<file path="src/rtl/iaf_pkg.sv">
// Shared types and constants for the integer ALU with single-precision result.
package iaf_pkg;

  // Operator codes (ASCII)
  localparam logic [7:0] OP_ADD = 8'd43;
  localparam logic [7:0] OP_SUB = 8'd45;
  localparam logic [7:0] OP_MUL = 8'd42;
  localparam logic [7:0] OP_DIV = 8'd47;
  localparam logic [7:0] OP_REM = 8'd37;

  // Status codes
  localparam logic [1:0] ST_OK       = 2'd0;
  localparam logic [1:0] ST_BAD_OP   = 2'd1;
  localparam logic [1:0] ST_REM_ZERO = 2'd2;

  localparam logic [31:0] CANON_NAN = 32'h7FC0_0000;

  // One divider cell per quotient bit
  localparam int NCELL = 32;

  typedef enum logic [1:0] {
    KIND_INT,
    KIND_DIV,
    KIND_REM,
    KIND_BAD
  } kind_t;

  // Long-division working set handed from cell to cell
  typedef struct packed {
    logic [31:0] r;   // partial remainder
    logic [31:0] d;   // divisor
    logic [31:0] n;   // dividend bits still to shift in
    logic [31:0] q;   // quotient bits so far
  } cell_t;

  // Per-item sideband that rides along the chain
  typedef struct packed {
    kind_t       kind;
    logic [1:0]  status;
    logic        sign;
    logic [7:0]  exp;
    logic        special;
    logic [31:0] spec_bits;
    logic [31:0] ires;
  } side_t;

endpackage

</file>
<file path="src/rtl/iaf_cell.sv">
// One restoring long-division step, registered.
module iaf_cell (
  input  logic            clk,
  input  logic            rst,
  input  logic            en,
  input  logic            in_valid,
  input  iaf_pkg::cell_t  in_data,
  input  iaf_pkg::side_t  in_side,
  output logic            out_valid,
  output iaf_pkg::cell_t  out_data,
  output iaf_pkg::side_t  out_side
);

  logic [32:0] t;
  logic [32:0] diff;
  logic        ge;

  always_comb begin
    t    = {in_data.r, in_data.n[31]};
    diff = t - {1'b0, in_data.d};
    ge   = (t >= {1'b0, in_data.d});
  end

  always_ff @(posedge clk) begin
    if (rst) begin
      out_valid <= 1'b0;
    end else if (en) begin
      out_valid <= in_valid;
    end
  end

  always_ff @(posedge clk) begin
    if (en) begin
      out_data.r <= ge ? diff[31:0] : t[31:0];
      out_data.d <= in_data.d;
      out_data.n <= {in_data.n[30:0], 1'b0};
      out_data.q <= {in_data.q[30:0], ge};
      out_side   <= in_side;
    end
  end

endmodule

</file>
<file path="config.mk">
export PLATFORM = sky130hd
export DESIGN_NAME = iaf_cell
export DESIGN_NICKNAME = d
export VERILOG_FILES = /design/src/rtl/iaf_pkg.sv /design/src/rtl/iaf_cell.sv
export SDC_FILE = /design/constraint.sdc
export NUM_CORES = 1
export LEC_CHECK = 0
export BUFFER_PORTS_ARGS = -buffer_cell sky130_fd_sc_hd__buf_2
export CORE_AREA = 4 4 159 161
export DETAILED_ROUTE_END_ITERATION = 10
export DIE_AREA = 0 0 163 165
export GPL_ROUTABILITY_DRIVEN = 0
export GPL_TIMING_DRIVEN = 0
export PLACE_DENSITY_LB_ADDON = 0.1
export SETUP_SLACK_MARGIN = 0.3
export SLEW_MARGIN = 10
export SYNTH_ARGS = -nofsm -noshare
export SYNTH_HDL_FRONTEND = slang
export SYNTH_SLANG_ARGS = --single-unit
</file>
<file path="constraint.sdc">
create_clock -name clk -period 3.7 [get_ports clk]
set_input_delay 0 -clock clk [delete_from_list [all_inputs] [get_ports clk]]
set_output_delay 0 -clock clk [all_outputs]
set_load 0.05 [all_outputs]
</file>
# --- Word level (Yosys, flattened, before mapping) ---
# Index checks and enable logic that the tools add are counted.
totals:
  ff_bits: 206
  input_bits: 210
  out_inout_bits: 207
  word_cells: 15
classes:
  n_addsub: 1
  order_cmp: 1
  mux: 1
ops:
  columns: ["operator", "n"]
  rows:
  - ["33-bit by 32-bit greater-or-equal comparator with 1-bit output", 1]
  - ["32-bit two-way mux", 1]
  - ["32-bit subtractor", 1]

# --- Logic depth before layout (Yosys ltp) ---
depth:
  ltp_word: 2
  mapped_depth: 13
  mapped_depth_nobuf: 12

# --- Worst setup path before layout ---
# No wires, ideal clock.
synth_path:
  path_kind: "input port to flip-flop"
  startpoint: "in in_data[71] (netlist bit)"
  endpoint: "reg out_data[109] (netlist bit), data pin"
  setup_ps: 262
  arrival_ps: 2514
  t_required_ps: 3438
  path_slack_ps: 924
  stages: 12
  n_path_buf: 2
  path_cell_list: "inv_1 > ha_1 > buf_2 > nand4_1 > or4_1 > a21oi_1 > nor3_1 > a211oi_2 > o21ai_2 > o31ai_4 > buf_4 > mux2_1"
synth_via:
  elab_chain_len: 2
  elab_cells_between_ends: 3
  classes_between: "add/sub (1); order compare (1); mux (1)"
synth_rtl:
  columns: ["element", "line", "source"]
  rows:
  - ["start, declared", "iaf_cell.sv:7", "input iaf_pkg::cell_t in_data,"]
  - ["32-bit subtractor or 33-bit by 32-bit greater-or-equal comparator with 1-bit output (tied branches)", "iaf_cell.sv:20, iaf_cell.sv:21", null]
  - ["32-bit two-way mux (*)", "iaf_cell.sv:34", "out_data.r <= ge ? diff[31:0] : t[31:0];"]
  - ["end, declared", "iaf_cell.sv:10", "output iaf_pkg::cell_t out_data,"]
# Mark *: on every way between the ends. The rest lies on a longest branch, timed or not.
# A chain may end at the register's enable or synchronous reset.

# --- Worst setup path after layout ---
layout_path:
  startpoint: "in in_data[63] (netlist bit)"
  endpoint: "reg out_data[126] (netlist bit), data pin"
# Same word-level chain as after synthesis.

==> results.sh <==
export IMPL_cp_slowest_stage_delay_ps=530
export IMPL_fin_skew_ps=0
export IMPL_period_share=0.855
export IMPL_synth_flop_cell="edfxtp_1"
export IMPL_layout_drive_gt1_share=0.389
export IMPL_hp_start="in_data[102]"
export IMPL_cts_inserted_buffers=24
export IMPL_routed_wl_um=28300
export IMPL_fin_area_um2=13800
export IMPL_h_tree_depth=1
export IMPL_crit_start="in_data[63]"
export IMPL_crit_slowest_cell="dlygate4sd3_1"
export IMPL_clkSlewWorstSetupHoldPaths_ps=60
export IMPL_async_reset_ff_frac=0
export IMPL_ff_latch_area_um2=6180
export IMPL_routedWlPerCell_um=18.3
export IMPL_critPathCaptureType="flop"
export IMPL_clk_path_buf_depth=3
export IMPL_nFillCells=2039
export IMPL_hold_class="input port to flop"
export IMPL_setup_tns_ps=0
export IMPL_multi_input_area_um2=2010
export IMPL_dr_pass1_iters=4
export IMPL_crit_arrival_ps=3410
export IMPL_maxSlewHeadroom=0.655
export IMPL_drc=0
export IMPL_grt_max_degree=99
export IMPL_rr_startpoint="out_valid"
export IMPL_synth_area_per_cell_um2=15.2
export IMPL_drv_slew=0
export IMPL_period_needed_ps=3160
export IMPL_cts_num_sinks=206
export IMPL_io_pin_count=417
export IMPL_placed_cell_area_um2=11000
export IMPL_port_buffers=414
export IMPL_rows=57
export IMPL_start_kind="input port"
export IMPL_cts_tree="yes"
export IMPL_ant_nets=0
export IMPL_cap_violations=0
export IMPL_grt_pass1_vias=7276
export IMPL_drt_iter0_markers=345
export IMPL_crit_path_frequent_cell="a21oi_1"
export IMPL_track_usage=0.199
export IMPL_area_growth_pct=64.6
export IMPL_nets=1450
export IMPL_fmax_ghz=0.316
export IMPL_synth_most_common_cell="edfxtp_1"
export IMPL_hpwl_um=20600
export IMPL_grt_pass1_wl_um=41300
export IMPL_initial_core_util=0.351
export IMPL_synthDistinctLibCells=50
export IMPL_root_buffer="clkbuf_16"
export IMPL_vias_per_cell=4.53
export IMPL_crit_required_ps=3950
export IMPL_setup_violations_final=0
export IMPL_ys_ff_latch=206
export IMPL_die_h_um=165
export IMPL_yosysTopAreaCellShare=0.732
export IMPL_grt_overflow=0
export IMPL_synth_commonest_cells="edfxtp_1 (205), a21oi_1 (56), inv_1 (38)"
export IMPL_status="finished clean"
export IMPL_p_leak_nw=6.03
export IMPL_min_path_cells=5
export IMPL_synth_edf_count=205
export IMPL_core_um2=24000
export IMPL_rr_worst_depth=3
export IMPL_synth_area_leaders="edfxtp_1 (73%), ha_1 (4.8%), a21oi_1 (3.3%), inv_1 (1.7%), nor2_1 (1.6%)"
export IMPL_vias=7001
export IMPL_hold_viol_final=0
export IMPL_yosysWarnings=0
export IMPL_path_max_fanout=4
export IMPL_rsz0062_at_grt="false"
export IMPL_die_x_um=163
export IMPL_power_density_nw_per_um2=504
export IMPL_grt_antenna_before_repair=6
export IMPL_syn_area_um2=8410
export IMPL_ir_worst_vdd_mv=0.362
export IMPL_crit_path_cell_trace="dlygate4sd3_1, buf_2, inv_1, ha_1, fa_1, nand2b_1, a21oi_1, o21ai_1, o311a_1, a31oi_2, a21oi_1, o41ai_2, xor2_1, mux2_1"
export IMPL_crit_type="input port to flop"
export IMPL_insertion_delay_ps=500
export IMPL_syn_num_nets=798
export IMPL_synthCells=555
export IMPL_ys_seq_area_frac=0.734
export IMPL_dieArea_um2=26900
export IMPL_worstMarginPinSlew_ps=518
export IMPL_yosys_area_top_type="edfxtp_1"
==> per-layer routing <==
metal | share of wire | up-vias | GRT usage | wire [µm]
met4 | 0.034 | 6 | 0.0709 | 954
li1 | - | 3394 | - | -
met2 | 0.52 | 251 | 0.363 | 14700
met3 | 0.082 | 55 | 0.0634 | 2330
met1 | 0.36 | 3295 | 0.218 | 10300
met5 | 0.0013 | - | 0 | 37
==> report_power, final <==
part	internal, mW	leakage (nW)	total [mW]	switching, mW
clock	1.43	0.371	2.33	0.899
combinational	0.546	3.65	1.78	1.23
sequential	2.82	2.02	2.87	0.0479
==> cells by family after synthesis <==
logic type,count (synthesis),synth area share
AO/OA/AOI/OAI,119,0.0870
XOR/XNOR,27,0.0281
adder cells (fa/ha/maj),33,0.0500
buffers and inverters,57,0.0286
flip-flops,206,0.734
multiplexers,12,0.0158
other,1,0.000446
AND/OR/NAND/NOR,100,0.0558
==> sequential cells by signal, summed over array words and instances, names as in the netlist <==
name       cells
out_data     127
out_side      78
out_valid      1
==> final cells by class <==
class / instances / area share
flip-flops and latches: 206 / 0.446
repair buffers: 626 / 0.306
multi-input cells: 292 / 0.145
clock buffers: 27 / 0.0457
well taps: 324 / 0.0293
inverters: 38 / 0.0103
clock inverters: 12 / 0.0101
plain buffers: 19 / 0.00705
diodes: 3 / 0.000542
==> critical path, delay by kind of cell <==
kind,cells,cell delay [ps]
XOR/XNOR,1,110
buffers and inverters,3,680
multiplexers,1,310
adder cells (fa/ha/maj),2,600
AND/OR/NAND/NOR,1,180
AO/OA/AOI/OAI,6,1520
==> through the flow <==
step	utilization	cells	setup slack [ps]	hold WS [ps]	power [mW]
after floorplan	-	555	924	72.4	4.02
after global placement	0.454	1293	-291	163	4.51
after detailed placement	0.457	1295	134	165	4.51
after CTS	0.576	1542	308	124	7.05
after global routing	0.578	1547	358	182	7.28
final	0.578	1547	536	152	6.97
==> layout by cell type (no fill, tap or decap), drive strengths merged, types with 3 or more instances in the layout <==
cell type,instances
inv,39
xor2,12
diode,3
a21o,12
ha,32
mux2,10
nand4,8
a21oi,56
nand2b,3
bufinv,3
buf,430
nand3,8
clkinv,6
nor2b,3
nand2,26
clkbuf,34
o21a,6
o21ai,18
a31oi,5
edfxtp,205
nor4,4
nor2,36
o211ai,4
xnor2,15
o21bai,3
a211oi,4
dlygate4sd3,208
==> path summary, 6_finish.rpt <==
path | to | slack, ps
worst min-delay path | out_data[104] | 150
worst min register to register | out_valid | 1050
worst max register to register | out_valid | 2550
worst max-delay path | out_data[126] | 540
==> timing repair <==
item                                    in CTS  in global routing
hold buffers                               208                  0
resized for setup                            0                  3
setup buffers                                0                  2
endpoints found under the hold margin      245                  0
endpoints found under the setup margin       0                 23
Power figures use the tool's default switching activity.
