==> config.mk <==
export PLATFORM = sky130hd
export DESIGN_NAME = iaf_i2f
export DESIGN_NICKNAME = d
export VERILOG_FILES = /design/src/rtl/iaf_i2f.sv
export SDC_FILE = /design/constraint.sdc
export NUM_CORES = 1
export LEC_CHECK = 0
export ABC_AREA = 1
export BUFFER_PORTS_ARGS = -buffer_cell sky130_fd_sc_hd__buf_2
export CORE_MARGIN = 2
export CORE_UTILIZATION = 36
export DETAILED_ROUTE_END_ITERATION = 10
export PLACE_DENSITY = 0.59
export SYNTH_ARGS = -nofsm -noshare
export SYNTH_HDL_FRONTEND = slang
export SYNTH_SLANG_ARGS = --single-unit
==> constraint.sdc <==
create_clock -name clk -period 4.5 [get_ports clk]
set_input_delay 0.675 -clock clk [delete_from_list [all_inputs] [get_ports clk]]
set_output_delay 0.675 -clock clk [all_outputs]
set_load 0.01 [all_outputs]
==> src/rtl/iaf_i2f.sv <==
// Two-stage signed 32-bit integer to single-precision converter, round to nearest even.
module iaf_i2f (
  input  logic        clk,
  input  logic        en,
  input  logic [31:0] value,
  output logic [31:0] bits
);

  logic        sign_a;
  logic [31:0] mag_a;
  logic [4:0]  lz_a;
  logic [31:0] mag_c;
  logic [4:0]  lz_c;

  logic [31:0] norm;
  logic        rnd;
  logic [24:0] sum;
  logic [7:0]  exp_c;
  logic [22:0] frac_c;

  // Stage A: magnitude and leading-zero count
  always_comb begin
    mag_c = value[31] ? (~value + 32'd1) : value;
    lz_c  = 5'd0;
    for (int i = 0; i < 32; i++) begin
      if (mag_c[i]) lz_c = 5'(31 - i);
    end
  end

  always_ff @(posedge clk) begin
    if (en) begin
      sign_a <= value[31];
      mag_a  <= mag_c;
      lz_a   <= lz_c;
    end
  end

  // Stage B: normalize and round
  always_comb begin
    norm   = mag_a << lz_a;
    rnd    = norm[7] & ((|norm[6:0]) | norm[8]);
    sum    = {1'b0, norm[31:8]} + {24'd0, rnd};
    exp_c  = 8'd158 - {3'd0, lz_a} + {7'd0, sum[24]};
    frac_c = sum[24] ? 23'd0 : sum[22:0];
  end

  always_ff @(posedge clk) begin
    if (en) begin
      bits <= (mag_a == 32'd0) ? 32'd0 : {sign_a, exp_c, frac_c};
    end
  end

endmodule

After elaboration in Yosys (flattened, before gate mapping) --
Cells that the tools add are included.
Storage, ports and cells: bits in registers 70, input bits 34, word-level logic and storage cells 56
Cells by class: $add $sub $neg 4, shift operators 1, muxes and demuxes 32, bitwise operators 3, reductions and logical operators 7
Operators by type and width (count):
- 5-bit 2-to-1 mux | 16
- 32-bit by 1-bit adder with 32-bit output (second input constant) | 1
- 32-bit zero test | 1
- 32-bit 2-to-1 mux | 1
- 4-bit 2-to-1 mux | 8
- 32-bit NOT | 1
- 32-bit by 5-bit << shifter with 32-bit output | 1
- 24-bit by 1-bit adder with 25-bit output | 1
- 16-bit OR reduction | 1
- 3-bit 2-to-1 mux | 4
- 8-bit by 1-bit adder with 8-bit output | 1
- 8-bit OR reduction | 1
- 8-bit by 5-bit subtractor with 8-bit output (first input constant) | 1
- 7-bit OR reduction | 1
- 2-bit 2-to-1 mux | 2
- 2-bit OR reduction | 2
- 4-bit OR reduction | 1
- 1-bit bitwise AND | 1
- 1-bit 2-to-1 mux | 1
- 1-bit bitwise OR | 1

Longest topological paths before layout --
Gate-level depths: netlist of run 1.
word-level depth 34, depth in mapped cells 35

Least setup slack after synthesis of run 1 --
No wires, ideal clock.
path type flip-flop to flip-flop, start reg lz_a[0], end reg bits[25] (data pin), setup time 0.146 ns, arrival 3.487 ns, path slack 0.866 ns, cell stages (with the launch flop) 29, buffers on the path 3, period minus slack after synthesis 3.634 ns, cells stage by stage edfxtp_1 buf_6 buf_6 buf_6 a21oi_4 nand2_2 o21ai_2 nand2_2 o21ai_2 nand2_2 clkinv_2 nand3_4 inv_1 ha_1 inv_1 nor2_1 nand2_1 inv_1 nand2_1 nor2_1 nand3_1 nor3_1 nand4_1 nor4_1 nand4_1 ha_1 ha_1 or2_2 a21oi_1
Between the ends: longest elaborated chain between the ends 6
Ends and longest elaborated chain:
- from (decl) | RTL line 11 | logic [4:0] lz_a;
- from (signal assigned) | RTL line 34 | lz_a <= lz_c;
- 32-bit by 5-bit << shifter with 32-bit output | RTL line 40 | norm = mag_a << lz_a;
- 7-bit OR reduction | RTL line 41 | rnd = norm[7] & ((|norm[6:0]) | norm[8]);
- 1-bit bitwise OR | RTL line 41
- 1-bit bitwise AND | RTL line 41
- 24-bit by 1-bit adder with 25-bit output | RTL line 42 | sum = {1'b0, norm[31:8]} + {24'd0, rnd};
- 8-bit by 1-bit adder with 8-bit output * | RTL line 43 | exp_c = 8'd158 - {3'd0, lz_a} + {7'd0, sum[24]};
- to (signal assigned) | RTL line 49 | bits <= (mag_a == 32'd0) ? 32'd0 : {sign_a, exp_c, frac_c};
- to (decl) | RTL line 6 | output logic [31:0] bits
Mark *: on every way between the ends. The rest lies on a longest branch, timed or not. A chain may end at the register's enable or synchronous reset.

Worst setup path after layout of run 1 --
Same ends and word-level chain as after synthesis.

==> summary.txt, run 1 <==
Synth
  • Number of synthesized flops with an enable pin: 70
  • Yosys cell types: 53
  • Mapped Cells: ~800
  • Commonest cells in the netlist: 188 x nand2_1, 108 x inv_1, 86 x nor2_1, 70 x edfxtp_1, 46 x o21ai_0
  • Leading area contributor after synthesis: edfxtp_1
  • Net Count, Synth: 836
  • Yosys warnings: 0
  • Most frequent cell after synthesis: nand2_1
  • Main synth FF type: edfxtp_1
  • Top-area cell type share of the netlist area: 35.9%
  • Synthesized flop and latch total: 70
  • Synthesized area per cell: 7.34 sq um
  • Proportion of synthesized chip area in sequential cells: 35.9%
  • Largest cells by area after synthesis: edfxtp_1 36%, nand2_1 12%, inv_1 6.9%
  • Post-synth ARST share: 0%
  • Syn Std Cell Area: 5860 sq um

Worst hold path
  • Hold Crit Class: flip-flop to flip-flop

Setup path
  • Worst r2r src: lz_a[0]
  • CP cell instances: buf_4, buf_4, buf_4, a21oi_1, o21ai_1, o21ai_1, o21ai_2, nor2_1, ha_1, inv_1, nor2_1, nand2_1, inv_1, nand2_1, nor2_2, nand3_1, nor3_2, nand4_1, nor4_2, nand4_1, ha_2, ha_1, or2_2, a21oi_1
  • Slowest-stage cell, CP: edfxtp_1
  • Crit path top cell by count: buf_4
  • End point of the critical path: bits[25]
  • Crit path max-delay family: simple AND/OR/NAND/NOR gates
  • Reg2reg path depth: 24
  • Kind of critical path: flip-flop to flip-flop
  • Worst Setup Start Kind: flip-flop
  • CP bufs+invs: 5
  • Flop2flop setup slack: 0.36 ns
  • CP Max Fanout: 7
  • CP peak stage delay: 0.38 ns
  • Critical path data arrival time: 4.33 ns
  • Reg2reg end: bits[25]
  • Critical path depth: 24
  • Worst Setup End Kind: flip-flop
  • CP Launch Point: lz_a[0]
  • Worst endpoint required time: approximately 4.7 ns

STA
  • Setup violators final: 0
  • Max-slew violations: 0
  • Slew headroom: 33.7%
  • Worst slew pin tran: 0.994 ns
  • Peak Freq: around 240 MHz
  • Period utilization: slightly above 90%
  • Worst clock skew: roughly 0.011 ns
  • Hold Violations, Final: 0
  • Setup TNS: 0 ns
  • Final Critical Period: 4.14 ns

Cells and area
  • Filler cells: 1692
  • Area delta synth->final: 15.6%
  • Fraction of final layout cells sized beyond drive strength 1: 18.4%
  • Antenna cell count: 0
  • Layout net count: 899

Power and ir drop
  • Leak: about 3.1 nW
  • Cell Pwr Density: 343 nW/um^2
  • Tot Pwr: 2.32 mW
  • Worst-case vdd ir drop: 0.188 mV

Routing
  • DR iter-0 viols: 196
  • DR DRC count: 0
  • Vias per Instance: 4.83
  • First-pass DRT Iterations: 5
  • WL final: 13.2 mm
  • Routed vias: 5227
  • Antenna Violating Nets Remaining: 0
  • WL per Instance: ~12 um

Floorplan
  • Die area: 17300 sq um
  • Row Count: 46
  • Die Wd: 132 um
  • Die H: ~130 um
  • Initial Util: 36.9%
  • Core Region: 15900 sq um
  • # IOs: 66

Placement
  • Final HPWL DP: between 10 and 15 mm
  • Gpl congestion: 0.926
  • I/O Buffers: 65

Global routing
  • First-pass GRT wire length: 22.2 mm
  • Initial antenna violation count: 0
  • Total track usage: approximately 16%
  • Pin count of the biggest net entering global routing: 48
  • Overflow after GRT: 0
  • Number of global-route vias before repair: 4675

Clocking
  • CTS tree: done
  • Skew-Pair Late Insertion Delay: 0.34 ns
  • Clock tree buffer depth: 2
  • Cts bufs inserted: 9
  • # H-tree levels: 3
  • CTS clk-pin slew, worst paths: about 0.060 ns
  • Post-CTS Hold Fix Bufs: 0
  • Clock net sink count: 70
  • Clock root cell: clkbuf_16

Outcome
  • Status: completed

Job
  • Max cap viols: 0
[worst min-delay path, stage by stage, from the launching register on]
cell	delay, ns
edfxtp_1	0.32
inv_1	0.04
nor2_1	0.08
[flip-flops by register name, summed over array words and instances, names as in the netlist]
signal	count
bits	32
sign_a	1
mag_a	32
lz_a	5
[final cells by class]
class / count / area [sq um] / area share [%]
Clock buffer: 9 / 225 / 3.32
Clock inverter: 7 / 121 / 1.79
Inverter: 116 / 437 / 6.45
Multi-Input combinational cell: 579 / 3150 / 46.4
Sequential cell: 70 / 2100 / 31.0
Tap cell: 216 / 270 / 3.99
Timing Repair Buffer: 85 / 473 / 6.98
[per-layer routing]
metal / vias to the layer above / global-route usage, % / part of all wire [%]
met1: 2329 / 20.5 / 48
li1: 2784 / - / -
met3: 15 / 2.62 / 3.7
met4: 0 / 4.53 / 1.4
met2: 99 / 26.1 / 46
met5: - / 0 / 0
[where the power goes]
group	total [mW]	switching (mW)	leakage, nW	internal [mW]
Clock	0.819	0.276	0.170	0.544
Sequential	0.829	0.0280	0.691	0.801
Combinational	0.676	0.443	2.22	0.234
[logic make-up (layout without fill, tap and decap cells)]
kind of cell / count (synthesis) / count (layout) / share of synthesized area (%)
muxes: 19 / 19 / 3.25
adders and majority gates: 4 / 4 / 0.854
and+or+nand+nor: 402 / 402 / 32.7
buffers and inverters: 149 / 217 / 10.8
xor gates and xnor gates: 25 / 25 / 3.74
DFF: 70 / 70 / 35.9
AOI/OAI and AO/OA: 129 / 129 / 12.9
[placed cells by master (no fill, tap or decap), types with 22 or more instances in the layout]
cell      netlist  layout
a21oi_1        25      25
buf_2          11      66
edfxtp_1       70      70
inv_1         108     108
nand2_1       188     187
nand3_1        40      40
nor2_1         86      85
o21ai_0        46      46
o21ai_1        25      25
xor2_1         22      22
[metrics by stage]
stage               cell area [sq um]  util (%)  worst slack, ns  hold WS, ns  cells
CTS                              6720      42.3            0.224        0.550   1077
finish                           6780      42.7            0.360        0.549   1082
detailed placement               6370      40.1            0.246        0.534   1061
global placement                 6370      40.1            0.356        0.528   1061
floorplan                        5860         -            0.866        0.519    798
global route                     6780      42.7          -0.0560        0.563   1082
[worst min-delay path by stage]
stage             start  endpoint  slack [ns]  cells after the start
4_1_cts          sign_a  bits[31]        0.55                      2
6_report         sign_a  bits[31]        0.55                      2
5_1_grt        value[0]  mag_a[0]        0.56                      1
3_3_place_gp     sign_a  bits[31]        0.53                      2
3_5_place_dp     sign_a  bits[31]        0.53                      2
2_1_floorplan    sign_a  bits[31]        0.52                      2
[timing repair]
action,4_1_cts,5_1_grt
gates resized for setup,0,5
setup buffers,0,5
setup endpoints to repair,0,8
Power figures use the tool's default switching activity.
==> inputs of run 2 (changes only) <==
--- a/config.mk
+++ b/config.mk
@@ -5,7 +5,7 @@
 export SDC_FILE = /design/constraint.sdc
 export NUM_CORES = 1
 export LEC_CHECK = 0
-export ABC_AREA = 1
+export ABC_AREA = 0
 export BUFFER_PORTS_ARGS = -buffer_cell sky130_fd_sc_hd__buf_2
 export CORE_MARGIN = 2
 export CORE_UTILIZATION = 36
==> summary.txt, run 2 <==
Clocking
  • Skew-Pair Late Insertion Delay: 0.34 ns (about the same)
  • Post-CTS Hold Fix Bufs: 0 (unchanged)
  • CTS tree: done
  • CTS clk-pin slew, worst paths: 0.05 ns (about the same)
  • Post-CTS Setup Repair Bufs: 0 (unchanged)
  • Cts bufs inserted: 9 (unchanged)
  • Clock tree buffer depth: 2 (unchanged)
  • Clock root cell: clkbuf_16
  • Clock net sink count: 70 (unchanged)
  • Resized cells post-CTS: 0 (unchanged)
  • # H-tree levels: 3 (unchanged)

Floorplan
  • Initial Util: 36.7% (-0.22 points)
  • Row Count: 47 (+2.2%)
  • # IOs: 66 (unchanged)
  • Core Region: 16500 sq um (+3.7%)
  • Die area: 17800 sq um (+2.9%)
  • Die H: 134 um (+1.5%)
  • Die Wd: 134 um (+1.5%)

Synth
  • Net Count, Synth: 625 (-25%)
  • Mux share of post-synthesis cell area: 19.0% (+16 points)
  • Synthesized area per cell: 10.3 sq um (+40%)
  • Leading area contributor after synthesis: edfxtp_1
  • Proportion of synthesized chip area in sequential cells: 34.8% (-1.1 points)
  • Largest family of logic cells by synthesized area: simple AND/OR/NAND/NOR gates
  • Synthesized flop and latch total: 70 (unchanged)
  • Yosys cell types: 78 (+47%)
  • Syn Std Cell Area: 6040 sq um (+3.0%)
  • Number of synthesized flops with an enable pin: 70 (unchanged)
  • Yosys warnings: 0 (unchanged)
  • Mapped Cells: 587 (-26%)
  • Commonest cells in the netlist: 70 x edfxtp_1, 50 x nand2_1, 39 x nor2_1, 38 x mux4_2, 28 x mux2i_1
  • Main synth FF type: edfxtp_1
  • Largest cells by area after synthesis: edfxtp_1 35%, mux4_2 14%, mux2i_1 4.6%
  • Post-synthesis xor/xnor area fraction: 6.94% (+3.2 points)
  • Area share of fa/ha/maj cells after synthesis: 0.829% (-0.025 points)
  • Top-area cell type share of the netlist area: 34.8% (-1.1 points)
  • Complex-gate fraction of the synthesized area: 14.8% (+1.9 points)
  • Most frequent cell after synthesis: edfxtp_1
  • Synth Area in Simple Gates: 19.4% (-13 points)
  • Post-synth ARST share: 0% (unchanged)

STA
  • PnR worst setup slack: 0.531 ns (+0.171 ns)
  • Max-slew violations: 0 (unchanged)
  • Worst clock skew: 0.00338 ns (-0.00746 ns)
  • Period utilization: 88.2% (-3.8 points)
  • RSZ-0062 raised after global routing: no
  • Slew headroom: 53.6% (+20 points)
  • Final Critical Period: 3.97 ns (-0.171 ns)
  • Final hold slack: 0.534 ns (-0.0152 ns)
  • Peak Freq: 252 MHz (+4.3%)
  • Worst slew pin tran: 0.694 ns (-0.300 ns)
  • Hold Violations, Final: 0 (unchanged)
  • Setup TNS: 0 ns (unchanged)
  • Setup violators final: 0 (unchanged)

Placement
  • Placed Cells incl. Taps: 859 (-19%)
  • DP Area: 6630 sq um (+3.9%)
  • Post-place setup slack: 0.586 ns (+0.340 ns)
  • Gpl congestion: 0.904 (-2.4%)
  • I/O Buffers: 65 (unchanged)
  • Final HPWL DP: 13.0 mm (+26%)

Job
  • Max cap viols: 0 (unchanged)

Routing
  • First-pass DRT Iterations: 5 (unchanged)
  • DR iter-0 viols: 400 (+100%)
  • WL final: 16.4 mm (+24%)
  • Antenna Violating Nets Remaining: 0 (unchanged)
  • WL per Instance: 18.7 um (+53%)
  • Vias per Instance: 5.79 (+20%)
  • Routed vias: 5070 (-3.0%)
  • DR DRC count: 0 (unchanged)

Cells and area
  • Layout net count: 688 (-23%)
  • Final Cell Area: 6930 sq um (+2.3%)
  • Area delta synth->final: 14.8%
  • Fin util: 42.1% (-0.56 points)
  • Regs by FF count: bits x32, mag_a x32, lz_a x5
  • Fraction of final layout cells sized beyond drive strength 1: 24.7% (+6.4 points)
  • Antenna cell count: 0 (unchanged)
  • Most frequent cells in the layout: 70 x edfxtp_1, 65 x buf_2, 50 x nand2_1
  • Commonest non-fill, non-tap cell in the layout: edfxtp_1
  • Non-filler cells in the finished layout: 875 (-19%)

Setup path
  • Critical path data arrival time: 4.06 ns (-0.27 ns)
  • Flop2flop setup slack: 0.53 ns (+0.17 ns)
  • Kind of critical path: flip-flop to flip-flop
  • Worst endpoint required time: 4.59 ns (-0.10 ns)
  • Worst Setup End Kind: flip-flop
  • CP Max Fanout: 12 (+5)
  • Worst Setup Start Kind: flip-flop

Power and ir drop
  • Worst-case vdd ir drop: 0.172 mV (-8.6%)
  • Cell Pwr Density: 347 nW/um^2 (+1.1%)
  • Leak: 2.47 nW (-20%)
  • Tot Pwr: 2.40 mW (+3.4%)

Global routing
  • Met1 usage: 24.2% (+3.7 points)
  • Pin count of the biggest net entering global routing: 43 (-10%)
  • Met3 Usage GRT: 2.17% (-0.45 points)
  • Total track usage: 18.7% (+3.2 points)
  • Number of global-route vias before repair: 4800 (+2.7%)
  • Initial antenna violation count: 0 (unchanged)
  • Overflow after GRT: 0 (unchanged)
  • Gr busiest metal: met2
  • Grt met2 use: 32.4% (+6.4 points)
  • First-pass GRT wire length: 26.1 mm (+18%)

Worst hold path
  • Hold Crit Class: flip-flop to flip-flop

Outcome
  • Status: completed
==> run 2: cell count changes after synthesis, moves of 8 or more <==
cell	delta
xnor2_1	+24
nor2b_1	+11
mux2i_1	+9
o21ai_0	-31
inv_1	-87
nand3_1	-19
nand2_1	-138
or3_1	+9
mux4_2	+38
o31ai_1	+8
nand2b_1	+9
nor2_1	-47
o21ai_1	-21
==> run 2: power by group <==
group          total (mW)  internal, mW  switching (mW)
Combinational       0.790         0.345           0.445
Clock               0.726         0.478           0.248
Sequential          0.887         0.812          0.0748
Total                2.40          1.64           0.768
==> run 2: layer usage <==
layer / share of wire [%] / up-vias
met5: 0 / -
met4: 2.2 / 0
met3: 4.9 / 25
met2: 50 / 187
met1: 43 / 2424
li1: - / 2434
==> run 2: layout make-up <==
class / instances / area [sq um]
clock inverters: 6 / 76.3
well taps: 220 / 275
repair buffers: 86 / 483
clock buffers: 10 / 229
fillers: 1612 / 9540
flip-flops and latches: 70 / 2100
multi-input cells: 460 / 3680
inverters: 23 / 86.3
==> run 2: cell families (layout without fill, tap and decap cells) <==
logic type / after synthesis / after routing
AND/OR/NAND/NOR: 219 / 219
AO/OA/AOI/OAI: 123 / 123
flip-flops: 70 / 70
multiplexers: 67 / 67
buffers and inverters: 57 / 125
XOR/XNOR: 47 / 47
adder cells (fa/ha/maj): 4 / 4
==> run 2: final timing paths <==
check / start / to / cells after the start
setup reg to reg: lz_a[2] / bits[25] / 12
hold reg to reg: sign_a / bits[31] / 1
hold / removal: sign_a / bits[31] / 1
setup / recovery: lz_a[2] / bits[25] / 12
==> run 2: worst max-delay path, stage by stage, from the launching register on <==
cell	delay, ns
edfxtp_1	0.63
nor2b_1	0.64
a22oi_1	0.28
nor3b_1	0.28
ha_1	0.22
nand4_1	0.25
nor4_1	0.41
nand2_1	0.09
or2_2	0.32
ha_1	0.19
ha_1	0.21
xor2_1	0.15
nor2_1	0.05
